===== config.mk =====
export PLATFORM = sky130hd
export DESIGN_NAME = crc8_checked_word_deframer
export DESIGN_NICKNAME = d
export VERILOG_FILES = /design/src/rtl/cwd_pkg.sv /design/src/rtl/cwd_core.sv /design/src/rtl/crc8_checked_word_deframer.sv
export SDC_FILE = /design/constraint.sdc
export NUM_CORES = 1
export LEC_CHECK = 0
export BUFFER_PORTS_ARGS = -buffer_cell sky130_fd_sc_hd__buf_4
export CAP_MARGIN = 25
export CELL_PAD_IN_SITES_DETAIL_PLACEMENT = 1
export CELL_PAD_IN_SITES_GLOBAL_PLACEMENT = 1
export CORE_UTILIZATION = 46
export CTS_CLUSTER_DIAMETER = 50
export DETAILED_ROUTE_END_ITERATION = 10
export PLACE_DENSITY = 0.83
export SLEW_MARGIN = 15
export SYNTH_ARGS = -nofsm -noshare
export SYNTH_HDL_FRONTEND = slang
export SYNTH_HIERARCHICAL = 1
export SYNTH_SLANG_ARGS = --single-unit

===== constraint.sdc =====
create_clock -name clk -period 3.55 [get_ports clk]
set_clock_uncertainty 0.1 [all_clocks]
set_input_delay 0 -clock clk [delete_from_list [all_inputs] [get_ports clk]]
set_output_delay 0 -clock clk [all_outputs]
set_load 0.05 [all_outputs]

===== src/rtl/cwd_pkg.sv =====
// Package for the CRC-8 checked word deframer: word types, phase codes,
// CRC constants and the byte-wide CRC update. No dependencies.
`default_nettype none

package cwd_pkg;

  localparam logic [7:0] CRC_INIT = 8'hFF;
  localparam logic [7:0] CRC_POLY = 8'h31;

  localparam int unsigned WPR_W = 5;

  typedef enum logic [1:0] {
    PH_HIGH = 2'd0,
    PH_LOW  = 2'd1,
    PH_CRC  = 2'd2
  } phase_t;

  typedef struct packed {
    logic [7:0] rx_byte;
    logic       start_of_read;
  } cwd_in_t;

  typedef struct packed {
    logic [15:0] data_word;
    logic        word_crc_ok;
    logic        read_ok;
    logic        last_word;
  } cwd_out_t;

  // MSB-first CRC-8 over one byte, eight shift steps of the polynomial
  function automatic logic [7:0] crc8_byte(input logic [7:0] crc, input logic [7:0] b);
    logic [7:0] c;
    c = crc ^ b;
    for (int i = 0; i < 8; i++) begin
      c = c[7] ? ({c[6:0], 1'b0} ^ CRC_POLY) : {c[6:0], 1'b0};
    end
    return c;
  endfunction

endpackage

`default_nettype wire


===== src/rtl/cwd_core.sv =====
// Deframer state: byte phase, running CRC, held data bytes, word count and
// read error flag. Depends on cwd_pkg.
`default_nettype none

module cwd_core #(
  parameter int MAX_WORDS = 16
) (
  input  wire logic                      clk,
  input  wire logic                      rst_n,
  input  wire logic                      step,
  input  wire cwd_pkg::cwd_in_t          item,
  input  wire logic [cwd_pkg::WPR_W-1:0] words_per_read,
  output logic                           emit,
  output cwd_pkg::cwd_out_t              result
);
  import cwd_pkg::*;

  localparam logic [WPR_W+1:0] MaxWords = (WPR_W+2)'(MAX_WORDS);

  phase_t           phase_r, phase_nxt, phase_eff;
  logic [7:0]       crc_r, crc_nxt, crc_eff;
  logic [7:0]       high_r, high_nxt;
  logic [7:0]       low_r, low_nxt;
  logic [WPR_W-1:0] widx_r, widx_nxt, widx_eff;
  logic             err_r, err_nxt, err_eff;
  logic [WPR_W-1:0] count;
  logic             ok, err_now, last;

  // a start mark clears the read before the byte is taken
  always_comb begin
    phase_eff = item.start_of_read ? PH_HIGH : phase_r;
    crc_eff   = item.start_of_read ? CRC_INIT : crc_r;
    widx_eff  = item.start_of_read ? '0 : widx_r;
    err_eff   = item.start_of_read ? 1'b0 : err_r;
    count     = (words_per_read == '0) ? WPR_W'(1) : words_per_read;
    ok        = (crc_eff == item.rx_byte);
    err_now   = err_eff | ~ok;
    last      = ({1'b0, widx_eff} + (WPR_W+1)'(1)) >= {1'b0, count};
  end

  // next state
  always_comb begin
    phase_nxt = phase_r;
    crc_nxt   = crc_r;
    high_nxt  = high_r;
    low_nxt   = low_r;
    widx_nxt  = widx_eff;
    err_nxt   = err_eff;
    case (phase_eff)
      PH_LOW: begin
        low_nxt   = item.rx_byte;
        crc_nxt   = crc8_byte(crc_eff, item.rx_byte);
        phase_nxt = PH_CRC;
      end
      PH_CRC: begin
        crc_nxt   = CRC_INIT;
        phase_nxt = PH_HIGH;
        widx_nxt  = last ? '0 : widx_eff + WPR_W'(1);
        err_nxt   = last ? 1'b0 : err_now;
      end
      default: begin
        high_nxt  = item.rx_byte;
        crc_nxt   = crc8_byte(CRC_INIT, item.rx_byte);
        phase_nxt = PH_LOW;
      end
    endcase
  end

  // outputs
  always_comb begin
    emit               = 1'b0;
    result.data_word   = {high_r, low_r};
    result.word_crc_ok = ok;
    result.read_ok     = ~err_now && ({2'b00, count} <= MaxWords);
    result.last_word   = last;
    case (phase_eff)
      PH_CRC:  emit = 1'b1;
      default: emit = 1'b0;
    endcase
  end

  always_ff @(posedge clk) begin
    if (!rst_n) begin
      phase_r <= PH_HIGH;
      crc_r   <= CRC_INIT;
      widx_r  <= '0;
      err_r   <= 1'b0;
    end else if (step) begin
      phase_r <= phase_nxt;
      crc_r   <= crc_nxt;
      widx_r  <= widx_nxt;
      err_r   <= err_nxt;
    end
  end

  always_ff @(posedge clk) begin
    if (step) begin
      high_r <= high_nxt;
      low_r  <= low_nxt;
    end
  end

endmodule

`default_nettype wire


===== src/rtl/crc8_checked_word_deframer.sv =====
// Top level of the CRC-8 checked word deframer: input register, config
// register, output register. Depends on cwd_pkg and cwd_core.
// Path: a word goes from the input register to the output register when its
// CRC byte moves on, and its CRC byte waits while out_* holds a stalled word.
// Throughput: one byte per cycle unless a CRC byte waits for a free output
// register; the state updates in one pass through cwd_core.
// Reset: synchronous, active low; clears phase, CRC, count, error and sets
// words_per_read to 1.
`default_nettype none

module crc8_checked_word_deframer #(
  parameter int MAX_WORDS = 16
) (
  input  wire logic                      clk,
  input  wire logic                      rst_n,
  input  wire logic                      in_valid,
  output logic                           in_stall,
  input  wire cwd_pkg::cwd_in_t          in_word,
  output logic                           out_valid,
  input  wire logic                      out_stall,
  output cwd_pkg::cwd_out_t              out_word,
  input  wire logic                      cfg_wr_en,
  input  wire logic [cwd_pkg::WPR_W-1:0] cfg_wr_data
);
  import cwd_pkg::*;

  logic             s1_vld_r, s1_vld_nxt;
  cwd_in_t          s1_item_r;
  logic             out_valid_r, out_valid_nxt;
  cwd_out_t         out_word_r;
  logic [WPR_W-1:0] wpr_r;
  logic             in_acc, s1_go, out_load, out_free, emit;
  cwd_out_t         result;

  cwd_core #(.MAX_WORDS(MAX_WORDS)) u_core (
    .clk            (clk),
    .rst_n          (rst_n),
    .step           (s1_go),
    .item           (s1_item_r),
    .words_per_read (wpr_r),
    .emit           (emit),
    .result         (result)
  );

  always_comb begin
    out_free      = ~out_valid_r | ~out_stall;
    s1_go         = s1_vld_r & (~emit | out_free);
    out_load      = s1_go & emit;
    in_stall      = s1_vld_r & ~s1_go;
    in_acc        = in_valid & ~in_stall;
    s1_vld_nxt    = in_acc | (s1_vld_r & ~s1_go);
    out_valid_nxt = out_load | (out_valid_r & out_stall);
    out_valid     = out_valid_r;
    out_word      = out_word_r;
  end

  always_ff @(posedge clk) begin
    if (!rst_n) begin
      s1_vld_r    <= 1'b0;
      out_valid_r <= 1'b0;
      wpr_r       <= WPR_W'(1);
    end else begin
      s1_vld_r    <= s1_vld_nxt;
      out_valid_r <= out_valid_nxt;
      if (cfg_wr_en) begin
        wpr_r <= cfg_wr_data;
      end
    end
  end

  always_ff @(posedge clk) begin
    if (in_acc) begin
      s1_item_r <= in_word;
    end
    if (out_load) begin
      out_word_r <= result;
    end
  end

  a_no_overwrite: assert property (@(posedge clk) disable iff (!rst_n)
    out_valid_r && out_stall |-> !out_load)
    else $error("held word overwritten");

  a_stall_needs_item: assert property (@(posedge clk) disable iff (!rst_n)
    in_stall |-> s1_vld_r)
    else $error("input stalled with empty input register");

  a_s1_hold: assert property (@(posedge clk) disable iff (!rst_n)
    s1_vld_r && !s1_go |=> s1_vld_r && $stable(s1_item_r))
    else $error("input register lost a byte");

  a_read_ok_word_ok: assert property (@(posedge clk) disable iff (!rst_n)
    out_valid_r && out_word_r.read_ok |-> out_word_r.word_crc_ok)
    else $error("read_ok set on a failed word");

endmodule

`default_nettype wire

# [Yosys cells after proc, flatten, opt, wreduce, memory -nomap -nowiden]
# Index checks and enable logic that the tools add are counted.
[word_totals] out_inout_bits=21 regBits=67 in_bits=19 word_cells=91
[op_classes] bitwise_logic=36 magnitude_cmp=2 n_mux=28 eq_ne=3 add_sub_neg=2 n_reduce_logical=5
[op_table] operator="2-to-1 mux 6 bit" n=16
[op_table] operator="NOT 3 bit" n=16
[op_table] operator="2-to-1 mux 5 bit" n=4
[op_table] operator="case mux 8 bit (2 select lines)" n=1
[op_table] operator="== test 8 bit" n=1
[op_table] operator="2-to-1 mux 8 bit" n=1
[op_table] operator="NOT 1 bit" n=8
[op_table] operator="NOT 8 bit" n=1
[op_table] operator="bitwise XOR 8 bit" n=1
[op_table] operator="adder 5 x 1 -> 6 bit (second input constant)" n=1
[op_table] operator="greater-or-equal comparator 6 x 5 -> 1 bit" n=1
[op_table] operator="adder 5 x 1 -> 5 bit (second input constant)" n=1
[op_table] operator="AND 1 bit" n=5
[op_table] operator="less-or-equal comparator 5 bit (second input constant)" n=1
[op_table] operator="logical NOT 5 bit" n=1
[op_table] operator="bitwise OR 1 bit" n=5
[op_table] operator="2-to-1 mux 1 bit" n=4
[op_table] operator="case mux 2 bit (2 select lines)" n=1
[op_table] operator="AND reduction 2 bit" n=2
[op_table] operator="== test 2 x 1 -> 1 bit (second input constant)" n=1
[op_table] operator="== test 2 bit (second input constant)" n=1
[op_table] operator="2-to-1 mux 2 bit" n=1
[op_table] operator="OR reduction 2 bit" n=1
[op_table] operator="logical AND 1 bit" n=1

# [Logic depth before layout (Yosys ltp)]
# Gate-level depths: netlist of run 1.
[logic_depth] word_depth=19 ltp_mapped=13 mapped_depth_nobuf=11

# [Cells and area by module]
# The synthesis of run 1 kept the hierarchy.
[modules_own_cells] mod="cwd_core" n_inst=1 cells_each=225 area_each_um2=2188.3
[modules_own_cells] mod="crc8_checked_word_deframer" n_inst=1 cells_each=55 area_each_um2=1122.3

# [Least setup slack after synthesis of run 1]
# OpenSTA, ideal clock, no wires.
[synth_timing] path_kind="register to register" startpoint="register s1_item_r[0] in the netlist's numbering" endpoint="register out_word_r, in the netlist out_word[0], enable pin" arrival_ns=2.223 path_stages_with_launch=8 setup_time_ns=0.401 setup_slack_ns=0.826 period_less_slack_ns=2.724 n_path_buf=2 t_required_ns=3.049 path_cell_list="edfxtp_1 > buf_2 > buf_2 > nand2b_1 > inv_1 > ha_1 > nand2_1 > a21oi_1"
[synth_between] elab_chain_cells=7
[synth_lines] item="start: declaration" line="crc8_checked_word_deframer.sv:28" source="cwd_in_t s1_item_r;"
[synth_lines] item="start signal: assignment" line="crc8_checked_word_deframer.sv:73" source="s1_item_r <= in_word;"
[synth_lines] item="2-to-1 mux 2 bit *" line="cwd_core.sv:31" source="phase_eff = item.start_of_read ? PH_HIGH : phase_r;"
[synth_lines] item="== test 2 bit *" line="cwd_core.sv:76" source="case (phase_eff)"
[synth_lines] item="2-to-1 mux 1 bit *" line="cwd_core.sv:76"
[synth_lines] item="named net emit" line="crc8_checked_word_deframer.sv:32" source="logic in_acc, s1_go, out_load, out_free, emit;"
[synth_lines] item="NOT 1 bit" line="crc8_checked_word_deframer.sv:47" source="s1_go = s1_vld_r & (~emit | out_free);"
[synth_lines] item="bitwise OR 1 bit" line="crc8_checked_word_deframer.sv:47"
[synth_lines] item="AND 1 bit" line="crc8_checked_word_deframer.sv:47"
[synth_lines] item="AND 1 bit *" line="crc8_checked_word_deframer.sv:48" source="out_load = s1_go & emit;"
[synth_lines] item="named net out_load" line="crc8_checked_word_deframer.sv:32"
[synth_lines] item="end signal: assignment" line="crc8_checked_word_deframer.sv:76" source="out_word_r <= result;"
[synth_lines] item="end: declaration" line="crc8_checked_word_deframer.sv:30" source="cwd_out_t out_word_r;"
# The timed path passes the listed nets; every way through them passes the cells marked *.
# A chain may end at the register's enable or synchronous reset.

# [Worst setup path after layout of run 1]
[layout_timing] startpoint="register s1_item_r[0] in the netlist's numbering" endpoint="register u_core.err_r"
[layout_between] elab_chain_cells=6
[layout_lines] item="parallel branches: the longest is 6 deep, another holds adder 5 x 1 -> 6 bit"
[layout_lines] item="end signal: assignment" line="cwd_core.sv:92" source="err_r <= err_nxt;"
[layout_lines] item="end: declaration" line="cwd_core.sv:25" source="logic err_r, err_nxt, err_eff;"
# Parallel ways; which one is timed is not known.

==> results of run 1 <==
[flip-flops by register name, summed over array words and instances (netlist names), 2 cells and up]
signal / count
wpr_r: 5
out_word: 19
u_core/crc_r: 8
u_core/low_r: 8
u_core/high_r: 8
s1_item_r: 9
u_core/phase_r: 2
u_core/widx_r: 5
[area by class of cell]
type                       count  area share
clock inverter                 7      0.0238
timing repair buffer          72       0.148
sequential                    67       0.429
inverter                      12      0.0108
tap                           96      0.0289
clock buffer                   9      0.0298
multi-input combinational    182       0.330
[logic make-up (layout without fill, tap and decap cells)]
family,Yosys count,in the layout,share of synthesized area
fa+ha+maj,8,8,0.0302
mux,5,5,0.0151
compound gates,54,54,0.114
simple gates,79,79,0.125
buf+inv,31,100,0.0484
xor+xnor,36,36,0.129
flops,67,67,0.538
[worst min path at each step]
stage	from	endpoint	slack, ps	cells after the start
after detailed placement	in_word[8]	s1_item_r[8]	80	1
final	in_word[3]	s1_item_r[3]	260	2
after floorplan	rst_n	wpr_r[0]	-40	1
after global placement	in_word[7]	s1_item_r[7]	80	1
after CTS	in_word[5]	s1_item_r[5]	270	2
after global routing	in_word[5]	s1_item_r[5]	270	2
[Yosys cell counts (4+ instances only)]
| master | count |
|---|---|
| a21o_1 | 7 |
| buf_2 | 5 |
| nand2_1 | 17 |
| mux2i_1 | 5 |
| a31oi_1 | 7 |
| a32oi_1 | 4 |
| xnor2_1 | 13 |
| xor2_1 | 14 |
| nor2b_1 | 14 |
| nand3_1 | 10 |
| ha_1 | 8 |
| dfxtp_1 | 23 |
| inv_1 | 12 |
| a21boi_1 | 4 |
| nand2b_1 | 11 |
| o21ai_0 | 4 |
| clkbuf_1 | 7 |
| nor3_1 | 4 |
| buf_4 | 4 |
| a21oi_1 | 7 |
| edfxtp_1 | 44 |
| nor2_1 | 13 |
[power by group through the flow]
stage                     registers, mW  logic, mW  clock network (mW)
after floorplan                   0.895      0.260                   0
after global placement            0.926      0.280                   0
after detailed placement          0.931      0.297                   0
after CTS                         0.914      0.330               0.714
after global routing              0.922      0.373               0.779
final                             0.920      0.352               0.745
[metrics by stage]
stage / area (um^2) / hold slack, ps / instances / worst slack (ps) / util
floorplan: 3310 / -38.1 / 280 / 826 / -
global placement: 3640 / 79.1 / 400 / 890 / 0.530
detailed placement: 3640 / 80.5 / 400 / 686 / 0.530
CTS: 4150 / 266 / 445 / 602 / 0.604
global route: 4150 / 268 / 445 / 214 / 0.604
finish: 4150 / 262 / 445 / 223 / 0.604
[cell usage in the layout (no fill, tap or decap), types with 8 or more instances in the layout]
cell type,synthesis,routed
nor2_1,13,13
ha_1,8,8
dfxtp_1,23,23
dlygate4sd3_1,0,29
xor2_1,14,14
buf_4,4,43
nand2_1,17,17
edfxtp_1,44,44
nand3_1,10,10
clkbuf_8,0,9
xnor2_1,13,13
nor2b_1,14,14
nand2b_1,11,11
inv_1,12,12
[worst register-to-register path, cell delays in order (launching register included)]
cell and delay, ps:
edfxtp_1 580, nor2b_1 390, ha_1 290, nand3_1 130, xor2_1 190, nor2_1 90, ha_1 350, a21oi_1 250
nand3_1 190, nand2b_1 210, a211o_1 290, a21boi_1 200
[routing by layer]
metal	GRT usage	wire length, um	vias to the layer above
li1	-	-	1120
met1	0.356	4200	1279
met2	0.537	5550	169
met3	0.0676	772	52
met4	0.200	677	0
met5	0	0	-
==> metrics.txt, run 1 <==
# TYPE chip_impl_metric gauge
chip_impl_metric{name="max_clock_freq",unit="MHz"} 301
chip_impl_metric{name="synth_edf_count",unit=""} 44
chip_impl_metric{name="power_frac_seq",unit=""} 0.456
chip_impl_metric{name="setup-violations-final",unit=""} 0
chip_impl_info{name="timing.critical_path.to_type",value="flip-flop"} 1
chip_impl_metric{name="clk_latency",unit="ps"} 360
chip_impl_metric{name="io_port_bufs",unit=""} 39
chip_impl_metric{name="slew-limit-headroom",unit=""} 0.439
chip_impl_metric{name="drv_cap",unit=""} 0
chip_impl_metric{name="synth_async_sr_flop_share",unit=""} 0
chip_impl_metric{name="vdd_ir_drop_max",unit="mV"} 0.238
chip_impl_info{name="tritoncts_clock_tree",value="built"} 1
chip_impl_metric{name="gp_congestion",unit=""} 0.827
chip_impl_info{name="setup.worst_path.start",value="s1_item_r[0]"} 1
chip_impl_metric{name="detailedRoute.firstPassIterationCount",unit=""} 4
chip_impl_metric{name="worstRegToRegCells",unit=""} 11
chip_impl_metric{name="p_int",unit="mW"} 1.44
chip_impl_metric{name="die_x",unit="um"} 86.8
chip_impl_metric{name="clock_power_share",unit=""} 0.370
chip_impl_metric{name="cts_buf_count",unit=""} 9
chip_impl_metric{name="postCtsHoldBufs",unit=""} 29
chip_impl_info{name="hp-class",value="in2reg"} 1
chip_impl_info{name="rr_startpoint",value="s1_item_r[0]"} 1
chip_impl_metric{name="post-layout-total-power",unit="mW"} 2.02
chip_impl_info{name="run_status",value="completed"} 1
chip_impl_metric{name="layout-drive-gt1-share",unit=""} 0.195
chip_impl_metric{name="cts_resized",unit=""} 0
chip_impl_metric{name="timing.final.crit_period",unit="ps"} 3330
chip_impl_metric{name="synth.yosys.warnings",unit=""} 6
chip_impl_metric{name="fp.coreArea",unit="um^2"} 6870
chip_impl_metric{name="detailroute.via_count",unit=""} 2620
chip_impl_info{name="setup_cp_type",value="reg2reg"} 1
chip_impl_metric{name="fin_max_slew_vios",unit=""} 0
chip_impl_metric{name="net_load_switching_power",unit="mW"} 0.578
chip_impl_info{name="synth.largest_area_cell",value="edfxtp_1"} 1
chip_impl_info{name="cts_root_buffer",value="clkbuf_8"} 1
chip_impl_metric{name="post_drt_wl_per_cell",unit="um"} 25.2
chip_impl_metric{name="power_density",unit="nW/um^2"} 486
chip_impl_metric{name="timing.critical_path.fanout_max",unit=""} 12
chip_impl_metric{name="wl",unit="um"} 11200
chip_impl_metric{name="cts_max_level",unit=""} 3
chip_impl_info{name="r2r-end",value="u_core/err_r"} 1
chip_impl_metric{name="sw_frac_of_total",unit=""} 0.287
chip_impl_info{name="startpoint_type",value="flip-flop"} 1
chip_impl_metric{name="numClockSinks",unit=""} 67
chip_impl_metric{name="n_fill_cell",unit=""} 681
chip_impl_metric{name="ratio_of_final_minimum_period_to_clock_period",unit=""} 0.937
chip_impl_metric{name="floorplan.rows",unit=""} 30
chip_impl_metric{name="via_count_of_the_first_global_routing_pass",unit=""} 2784
chip_impl_metric{name="die_height",unit="um"} 86.8
chip_impl_metric{name="post_synth_num_cell_types",unit=""} 48
chip_impl_metric{name="initial_antenna_violation_count",unit=""} 0
chip_impl_metric{name="drc",unit=""} 0
chip_impl_metric{name="final_net_count",unit=""} 371
chip_impl_metric{name="largest_stage_delay_worst_path",unit="ps"} 580
chip_impl_metric{name="antenna-diode-count",unit=""} 0
chip_impl_info{name="critical_path.cell_chain",value="nor2b_1, ha_1, nand3_1, xor2_1, nor2_1, ha_1, a21oi_1, nand3_1, nand2b_1, a211o_1, a21boi_1"} 1
chip_impl_metric{name="report.final.hold_viol_count",unit=""} 0
chip_impl_metric{name="boundaryPins",unit=""} 40
chip_impl_metric{name="crit_buf_inv",unit=""} 0
chip_impl_info{name="timing.critical_path.to",value="u_core/err_r"} 1
chip_impl_info{name="ys.flop_type",value="edfxtp_1"} 1
chip_impl_metric{name="grt_start_max_net_pins",unit=""} 26
chip_impl_metric{name="max_buffers_root_to_sink",unit=""} 2
chip_impl_metric{name="postSynthRegisterBits",unit=""} 67
chip_impl_metric{name="drt.antenna.violating_nets",unit=""} 0
chip_impl_metric{name="avgViaCountPerCell",unit=""} 5.89
chip_impl_metric{name="effective_utilization_at_floorplan",unit=""} 0.482
chip_impl_metric{name="area.sequential",unit="um^2"} 1780
chip_impl_metric{name="global_route.usage.total",unit=""} 0.314
chip_impl_metric{name="reg2reg_setup_slack",unit="ps"} 220
chip_impl_metric{name="synth_seq_area_share",unit=""} 0.538
chip_impl_metric{name="design.die.area",unit="um^2"} 7540
chip_impl_metric{name="synth_area_per_cell",unit="um^2"} 11.8
chip_impl_metric{name="comb_power_share",unit=""} 0.174
chip_impl_info{name="crit_family",value="simple AND/OR/NAND/NOR gates"} 1
chip_impl_info{name="worst_path_max_delay_cell",value="edfxtp_1"} 1
chip_impl_metric{name="power.static_leakage",unit="nW"} 1.69
chip_impl_metric{name="synth_fp_nets",unit=""} 307
chip_impl_metric{name="drt_iter0_drc",unit=""} 347
chip_impl_info{name="netlist_top_cells_area",value="edfxtp_1 (40%), dfxtp_1 (14%), xor2_1 (3.7%)"} 1
chip_impl_metric{name="dp.final_hpwl",unit="um"} 5640
chip_impl_metric{name="cp_data_required_time",unit="ps"} 3710
chip_impl_metric{name="synth.top_cell.area_share",unit=""} 0.399
chip_impl_metric{name="area.growth.synth_to_final",unit="%"} 25.4
chip_impl_metric{name="cell_area_after_synthesis",unit="um^2"} 3310
chip_impl_metric{name="multi_input_comb_area",unit="um^2"} 1370
chip_impl_metric{name="congestion_overflow_gr",unit=""} 0
chip_impl_metric{name="postCtsSetupRepairBufs",unit=""} 0
chip_impl_metric{name="depth_of_the_critical_timing_path_with_buffers_and_inverters_included",unit=""} 11
chip_impl_metric{name="synthCells",unit=""} 280
chip_impl_metric{name="clkTransAtPathRegs",unit="ps"} 100
chip_impl_metric{name="worst_slew_pin_slew",unit="ps"} 834
chip_impl_metric{name="setup_tns",unit="ps"} 0
chip_impl_metric{name="grt_pass1_wl",unit="um"} 16600
chip_impl_info{name="rsz0062_at_grt",value="false"} 1
chip_impl_metric{name="cp.arrival",unit="ps"} 3490
No activity file was read; power rests on OpenSTA's default activity.
==> run 2: changes to the inputs <==
CORE_ASPECT_RATIO = 1.4   (was unset)
==> run 2 against run 1 <==
Compared with the run above: utilization shrank 1.0 points; worst setup slack gained 570 ps; largest power group unchanged; largest cell class unchanged; non-clock buffer count stayed put; die area hardly changed; worst hold slack improved by 1.8 ps.
==> metrics.txt, run 2 (same netlist as run 1, synthesis figures left out) <==
# TYPE chip_impl_metric gauge
chip_impl_info{name="run_status",value="completed"} 1
chip_impl_metric{name="timing.critical_path.fanout_max",unit=""} 7
chip_impl_metric{name="groute.layer.met2.usage",unit=""} 0.467
chip_impl_metric{name="dp_slack",unit="ps"} 897
chip_impl_metric{name="area.growth.synth_to_final",unit="%"} 25.3
chip_impl_metric{name="worst_slew_pin_slew",unit="ps"} 827
chip_impl_metric{name="final_net_count",unit=""} 371
chip_impl_info{name="critical_path.cell_chain",value="nor2b_1, ha_1, nand3_1, xor2_1, nor2_1, ha_1, a21oi_1, nand3_1, nand2b_1, a211o_1, a21boi_1"} 1
chip_impl_metric{name="post_drt_wl_per_cell",unit="um"} 21.1
chip_impl_metric{name="n_fill_cell",unit=""} 725
chip_impl_metric{name="max_buffers_root_to_sink",unit=""} 2
chip_impl_metric{name="largest_register_ffs",unit=""} 19
chip_impl_info{name="startpoint_type",value="flip-flop"} 1
chip_impl_metric{name="fin_max_slew_vios",unit=""} 0
chip_impl_metric{name="io_port_bufs",unit=""} 39
chip_impl_metric{name="setup_tns",unit="ps"} 0
chip_impl_info{name="hold_path.startpoint",value="in_word[6]"} 1
chip_impl_metric{name="post-place-cells",unit=""} 400
chip_impl_metric{name="drc",unit=""} 0
chip_impl_metric{name="largest_stage_delay_worst_path",unit="ps"} 500
chip_impl_metric{name="detailroute.via_count",unit=""} 2486
chip_impl_metric{name="design.die.area",unit="um^2"} 7550
chip_impl_metric{name="clk_latency",unit="ps"} 350
chip_impl_metric{name="wl",unit="um"} 9370
chip_impl_metric{name="drt.antenna.violating_nets",unit=""} 0
chip_impl_metric{name="postCtsSetupRepairBufs",unit=""} 0
chip_impl_metric{name="initial_antenna_violation_count",unit=""} 0
chip_impl_metric{name="drt_iter0_drc",unit=""} 132
chip_impl_metric{name="globalRouteMet1Util",unit=""} 0.311
chip_impl_metric{name="cts_resized",unit=""} 0
chip_impl_metric{name="die_height",unit="um"} 102
chip_impl_metric{name="cts_buf_count",unit=""} 9
chip_impl_metric{name="grt.met3_usage",unit=""} 0.0621
chip_impl_info{name="tritoncts_clock_tree",value="built"} 1
chip_impl_metric{name="gp_congestion",unit=""} 0.788
chip_impl_metric{name="cp.arrival",unit="ps"} 2940
chip_impl_metric{name="numClockSinks",unit=""} 67
chip_impl_metric{name="power.static_leakage",unit="nW"} 1.69
chip_impl_info{name="mostFrequentLayoutCells",value="buf_4 (44), edfxtp_1 (44), dlygate4sd3_1 (28)"} 1
chip_impl_metric{name="detailedRoute.firstPassIterationCount",unit=""} 4
chip_impl_info{name="crit_family",value="simple AND/OR/NAND/NOR gates"} 1
chip_impl_info{name="setup_cp_type",value="reg2reg"} 1
chip_impl_metric{name="clkTransAtPathRegs",unit="ps"} 80
chip_impl_metric{name="timing.final.ws_setup",unit="ps"} 795
chip_impl_metric{name="ratio_of_final_minimum_period_to_clock_period",unit=""} 0.776
chip_impl_metric{name="crit_buf_inv",unit=""} 0
chip_impl_metric{name="antenna-diode-count",unit=""} 0
chip_impl_metric{name="fp.coreArea",unit="um^2"} 6980
chip_impl_metric{name="cts_max_level",unit=""} 3
chip_impl_info{name="rsz0062_at_grt",value="false"} 1
chip_impl_metric{name="power_density",unit="nW/um^2"} 481
chip_impl_metric{name="drv_cap",unit=""} 0
chip_impl_metric{name="global_route.usage.total",unit=""} 0.271
chip_impl_metric{name="grt_start_max_net_pins",unit=""} 26
chip_impl_info{name="setup.worst_path.start",value="s1_item_r[0]"} 1
chip_impl_metric{name="avgViaCountPerCell",unit=""} 5.60
chip_impl_metric{name="grt_pass1_wl",unit="um"} 14500
chip_impl_metric{name="vdd_ir_drop_max",unit="mV"} 0.287
chip_impl_metric{name="boundaryPins",unit=""} 40
chip_impl_metric{name="setup-violations-final",unit=""} 0
chip_impl_metric{name="timing.final.crit_period",unit="ps"} 2750
chip_impl_metric{name="floorplan.rows",unit=""} 36
chip_impl_info{name="gr-max-usage-layer",value="met2"} 1
chip_impl_info{name="worst_path_max_delay_cell",value="edfxtp_1"} 1
chip_impl_metric{name="final-instance-count-excl-fill",unit=""} 444
chip_impl_metric{name="slew-limit-headroom",unit=""} 0.444
chip_impl_metric{name="cp_data_required_time",unit="ps"} 3740
chip_impl_metric{name="post-layout-total-power",unit="mW"} 2.00
chip_impl_metric{name="die_x",unit="um"} 73.7
chip_impl_metric{name="via_count_of_the_first_global_routing_pass",unit=""} 2609
chip_impl_metric{name="dp.final_hpwl",unit="um"} 5390
chip_impl_info{name="cts_root_buffer",value="clkbuf_8"} 1
chip_impl_metric{name="report.final.hold_viol_count",unit=""} 0
chip_impl_info{name="rr_startpoint",value="s1_item_r[0]"} 1
chip_impl_metric{name="effective_utilization_at_floorplan",unit=""} 0.474
chip_impl_info{name="timing.critical_path.to_type",value="flip-flop"} 1
chip_impl_metric{name="congestion_overflow_gr",unit=""} 0
chip_impl_metric{name="max_clock_freq",unit="MHz"} 363
chip_impl_metric{name="layout-drive-gt1-share",unit=""} 0.201
chip_impl_info{name="hp-class",value="in2reg"} 1
==> run 2: cell types whose count changed in the layout (fill, tap and decap cells not counted) <==
cell           before  now
clkinv_1            1    0
buf_4              43   44
dlygate4sd3_1      29   28
clkinv_2            0    1
==> run 2: report_power, final <==
group	switching [mW]	total [mW]	internal, mW
clock	0.336	0.738	0.402
sequential	0.0537	0.915	0.861
combinational	0.167	0.343	0.176
total	0.557	2.00	1.44
==> run 2: repair_timing <==
action,CTS,global route
hold buffers,28,0
endpoints found under the setup margin,0,0
hold endpoints to repair,32,0
==> run 2: area by class of cell <==
| cell class | count | area [um^2] | share of cell area |
|---|---|---|---|
| Sequential cell | 67 | 1780 | 0.429 |
| Tap cell | 95 | 119 | 0.0286 |
| Clock inverter | 7 | 100 | 0.0241 |
| Inverter | 12 | 45.0 | 0.0109 |
| Timing Repair Buffer | 72 | 611 | 0.147 |
| Multi-Input combinational cell | 182 | 1370 | 0.330 |
| Clock buffer | 9 | 124 | 0.0299 |
==> run 2: path summary, 6_finish.rpt <==
path              cells after the start            to  slack (ps)
setup / recovery                     11  u_core/err_r         800
hold / removal                        2  s1_item_r[6]         260
setup reg to reg                     11  u_core/err_r         800
hold reg to reg                       0   out_word[3]         320
==> run 2: worst reg2reg max path, stage by stage (launching register included) <==
cell	delay, ps
edfxtp_1	500
nor2b_1	260
ha_1	230
nand3_1	100
xor2_1	160
nor2_1	130
ha_1	260
a21oi_1	200
nand3_1	140
nand2b_1	200
a211o_1	300
a21boi_1	120
==> run 2: metrics by stage <==
stage                     utilization  area, um^2  hold WS [ps]
final                           0.594        4150           264
after global routing            0.594        4150           257
after CTS                       0.594        4150           260
after detailed placement        0.522        3640          79.6
after global placement          0.522        3640          78.5
after floorplan                     -        3310         -38.1
==> run 2: metal layers <==
metal	vias to the layer above	wire length (um)
li1	1123	-
met2	91	4940
met1	1242	3630
met3	30	420
met4	0	377
met5	-	0
==> run 3: changes to the inputs <==
CORE_UTILIZATION = 42   (was 46)
PLACE_DENSITY = 0.8   (was 0.83)
clock period = 2.4 ns   (was 3.55 ns; I/O delays follow)
==> run 3 against run 2 <==
Compared with the run above: the flow now finishes with violations (setup timing); via count rose by 4.6%; critical path depth did not move; worst hold slack worse by 3.9 ps; count of clock-buffer cells in the layout did not move; utilization shrank 1.3 points; largest power group unchanged; non-clock buffer count grew 23; first-iteration DRC count up 23%; total power grew 36%; largest cell class unchanged.
==> metrics.txt, run 3 (same netlist as run 1, synthesis figures left out) <==
# TYPE chip_impl_metric gauge
chip_impl_info{name="rr_startpoint",value="s1_item_r[0]"} 1
chip_impl_metric{name="drt.antenna.violating_nets",unit=""} 0
chip_impl_metric{name="vdd_ir_drop_max",unit="mV"} 0.332
chip_impl_metric{name="io_port_bufs",unit=""} 39
chip_impl_info{name="hold_path.startpoint",value="in_word[0]"} 1
chip_impl_metric{name="worstRegToRegCells",unit=""} 11
chip_impl_metric{name="grt_start_max_net_pins",unit=""} 26
chip_impl_metric{name="wl",unit="um"} 10500
chip_impl_metric{name="timing.final.ws_setup",unit="ps"} -254
chip_impl_metric{name="die_height",unit="um"} 107
chip_impl_metric{name="boundaryPins",unit=""} 40
chip_impl_info{name="cts_root_buffer",value="clkbuf_8"} 1
chip_impl_metric{name="global_route.usage.total",unit=""} 0.253
chip_impl_metric{name="area.sequential",unit="um^2"} 1780
chip_impl_info{name="rsz0062_at_grt",value="true"} 1
chip_impl_info{name="setup.worst_path.start",value="s1_item_r[0]"} 1
chip_impl_info{name="mostFrequentLayoutCells",value="buf_4 (66), edfxtp_1 (44), dlygate4sd3_1 (27)"} 1
chip_impl_metric{name="congestion_overflow_gr",unit=""} 0
chip_impl_metric{name="floorplan.rows",unit=""} 37
chip_impl_metric{name="clk_latency",unit="ps"} 360
chip_impl_metric{name="final_net_count",unit=""} 394
chip_impl_info{name="setup_cp_type",value="reg2reg"} 1
chip_impl_metric{name="gp_congestion",unit=""} 0.847
chip_impl_metric{name="fin_max_slew_vios",unit=""} 0
chip_impl_info{name="final_common_cell",value="buf_4"} 1
chip_impl_metric{name="largest_register_ffs",unit=""} 19
chip_impl_info{name="hp-class",value="in2reg"} 1
chip_impl_metric{name="drt_iter0_drc",unit=""} 163
chip_impl_metric{name="n_fill_cell",unit=""} 778
chip_impl_metric{name="fp.coreArea",unit="um^2"} 7500
chip_impl_metric{name="post-layout-total-power",unit="mW"} 2.72
chip_impl_metric{name="drc",unit=""} 0
chip_impl_metric{name="power_density",unit="nW/um^2"} 624
chip_impl_metric{name="initial_antenna_violation_count",unit=""} 0
chip_impl_metric{name="antenna-diode-count",unit=""} 0
chip_impl_metric{name="design.die.area",unit="um^2"} 8250
chip_impl_metric{name="timing.final.crit_period",unit="ps"} 2650
chip_impl_metric{name="drv_cap",unit=""} 0
chip_impl_metric{name="post_drt_wl_per_cell",unit="um"} 22.5
chip_impl_metric{name="via_count_of_the_first_global_routing_pass",unit=""} 2707
chip_impl_metric{name="power.static_leakage",unit="nW"} 1.77
chip_impl_metric{name="timing.critical_path.fanout_max",unit=""} 4
chip_impl_info{name="startpoint_type",value="flip-flop"} 1
chip_impl_metric{name="max_clock_freq",unit="MHz"} 377
chip_impl_metric{name="cts_buf_count",unit=""} 9
chip_impl_info{name="timing.critical_path.to_type",value="flip-flop"} 1
chip_impl_metric{name="detailedRoute.firstPassIterationCount",unit=""} 4
chip_impl_metric{name="slew-limit-headroom",unit=""} 0.621
chip_impl_metric{name="avgViaCountPerCell",unit=""} 5.56
chip_impl_metric{name="cp.arrival",unit="ps"} 2840
chip_impl_metric{name="clkTransAtPathRegs",unit="ps"} 70
chip_impl_info{name="run_status",value="complete, but fails checks"} 1
chip_impl_metric{name="effective_utilization_at_floorplan",unit=""} 0.441
chip_impl_metric{name="worstHoldPathCells",unit=""} 2
chip_impl_info{name="tritoncts_clock_tree",value="built"} 1
chip_impl_metric{name="die_x",unit="um"} 77.0
chip_impl_metric{name="setup-violations-final",unit=""} 10
chip_impl_metric{name="numClockSinks",unit=""} 67
chip_impl_info{name="failed_checks",value="setup timing"} 1
chip_impl_metric{name="detailroute.via_count",unit=""} 2601
chip_impl_metric{name="cp_data_required_time",unit="ps"} 2580
chip_impl_metric{name="layout-drive-gt1-share",unit=""} 0.291
chip_impl_metric{name="ratio_of_final_minimum_period_to_clock_period",unit=""} 1.11
chip_impl_metric{name="multi_input_comb_area",unit="um^2"} 1450
chip_impl_metric{name="setup_tns",unit="ps"} -1580
chip_impl_metric{name="worst_slew_pin_slew",unit="ps"} 564
chip_impl_metric{name="area.growth.synth_to_final",unit="%"} 31.6
chip_impl_metric{name="max_buffers_root_to_sink",unit=""} 2
chip_impl_metric{name="report.final.hold_viol_count",unit=""} 0
chip_impl_metric{name="grt_pass1_wl",unit="um"} 15100
chip_impl_metric{name="dp.final_hpwl",unit="um"} 5420
chip_impl_metric{name="cts_max_level",unit=""} 3
run 3: changes by cell type in the layout (fill, tap and decap cells not counted), moves of 3 or more:
cell and delta:
buf_4 +22, clkinvlp_4 +3, ha_1 -3, a21oi_1 -3
run 3: final timing paths:
check        slack (ps)            to
max                -250  u_core/err_r
min                 260  s1_item_r[0]
max reg2reg        -250  u_core/err_r
min reg2reg         320   out_word[8]
run 3: metal layers:
metal  global-route usage  vias to the layer above  share of wire
met5                    0                        -              0
met4                0.131                        0          0.048
li1                     -                     1162              -
met1                0.282                     1294           0.39
met3               0.0613                       40          0.038
met2                0.444                      105           0.52
run 3: layout make-up:
| class | instances | share of cell area |
|---|---|---|
| clock inverter | 6 | 0.00775 |
| clock buffer | 9 | 0.0284 |
| inverter | 12 | 0.0112 |
| tap | 97 | 0.0279 |
| multi-input combinational | 182 | 0.332 |
| sequential | 67 | 0.409 |
| timing repair buffer | 95 | 0.184 |
run 3: critical path, stage by stage (launching register included):
cell,delay [ps]
edfxtp_1,500
nor2b_2,190
ha_2,210
nand3_2,100
xor2_2,180
nor2_2,200
ha_4,240
a21oi_4,160
nand3_2,130
nand2b_1,180
a211o_1,250
a21boi_2,150
run 3: where the power goes:
| part | total [mW] | leakage, nW | internal [mW] | switching [mW] |
|---|---|---|---|---|
| sequential | 1.34 | 0.599 | 1.27 | 0.0661 |
| clock | 0.818 | 0.0783 | 0.359 | 0.459 |
| combinational | 0.561 | 1.09 | 0.286 | 0.275 |
| total | 2.72 | 1.77 | 1.92 | 0.800 |
run 3: repair_timing:
| item | 4_1_cts | 5_1_grt |
|---|---|---|
| hold buffers | 27 | 0 |
| setup endpoints to repair | 6 | 32 |
| endpoints found under the hold margin | 32 | 0 |
| gates resized for setup | 2 | 14 |
| pin swaps | 8 | 7 |
| setup buffers | 5 | 9 |
run 3: stage by stage:
| stage | setup slack, ps | area [um^2] | utilization | std cells | hold WS [ps] |
|---|---|---|---|---|---|
| after floorplan | -72.0 | 3340 | - | 280 | -38.1 |
| after global placement | 39.4 | 3750 | 0.500 | 413 | 79.4 |
| after detailed placement | -152 | 3750 | 0.500 | 413 | 81.0 |
| after CTS | -39.5 | 4210 | 0.562 | 459 | 261 |
| after global routing | -284 | 4360 | 0.581 | 468 | 262 |
| final | -254 | 4360 | 0.581 | 468 | 260 |
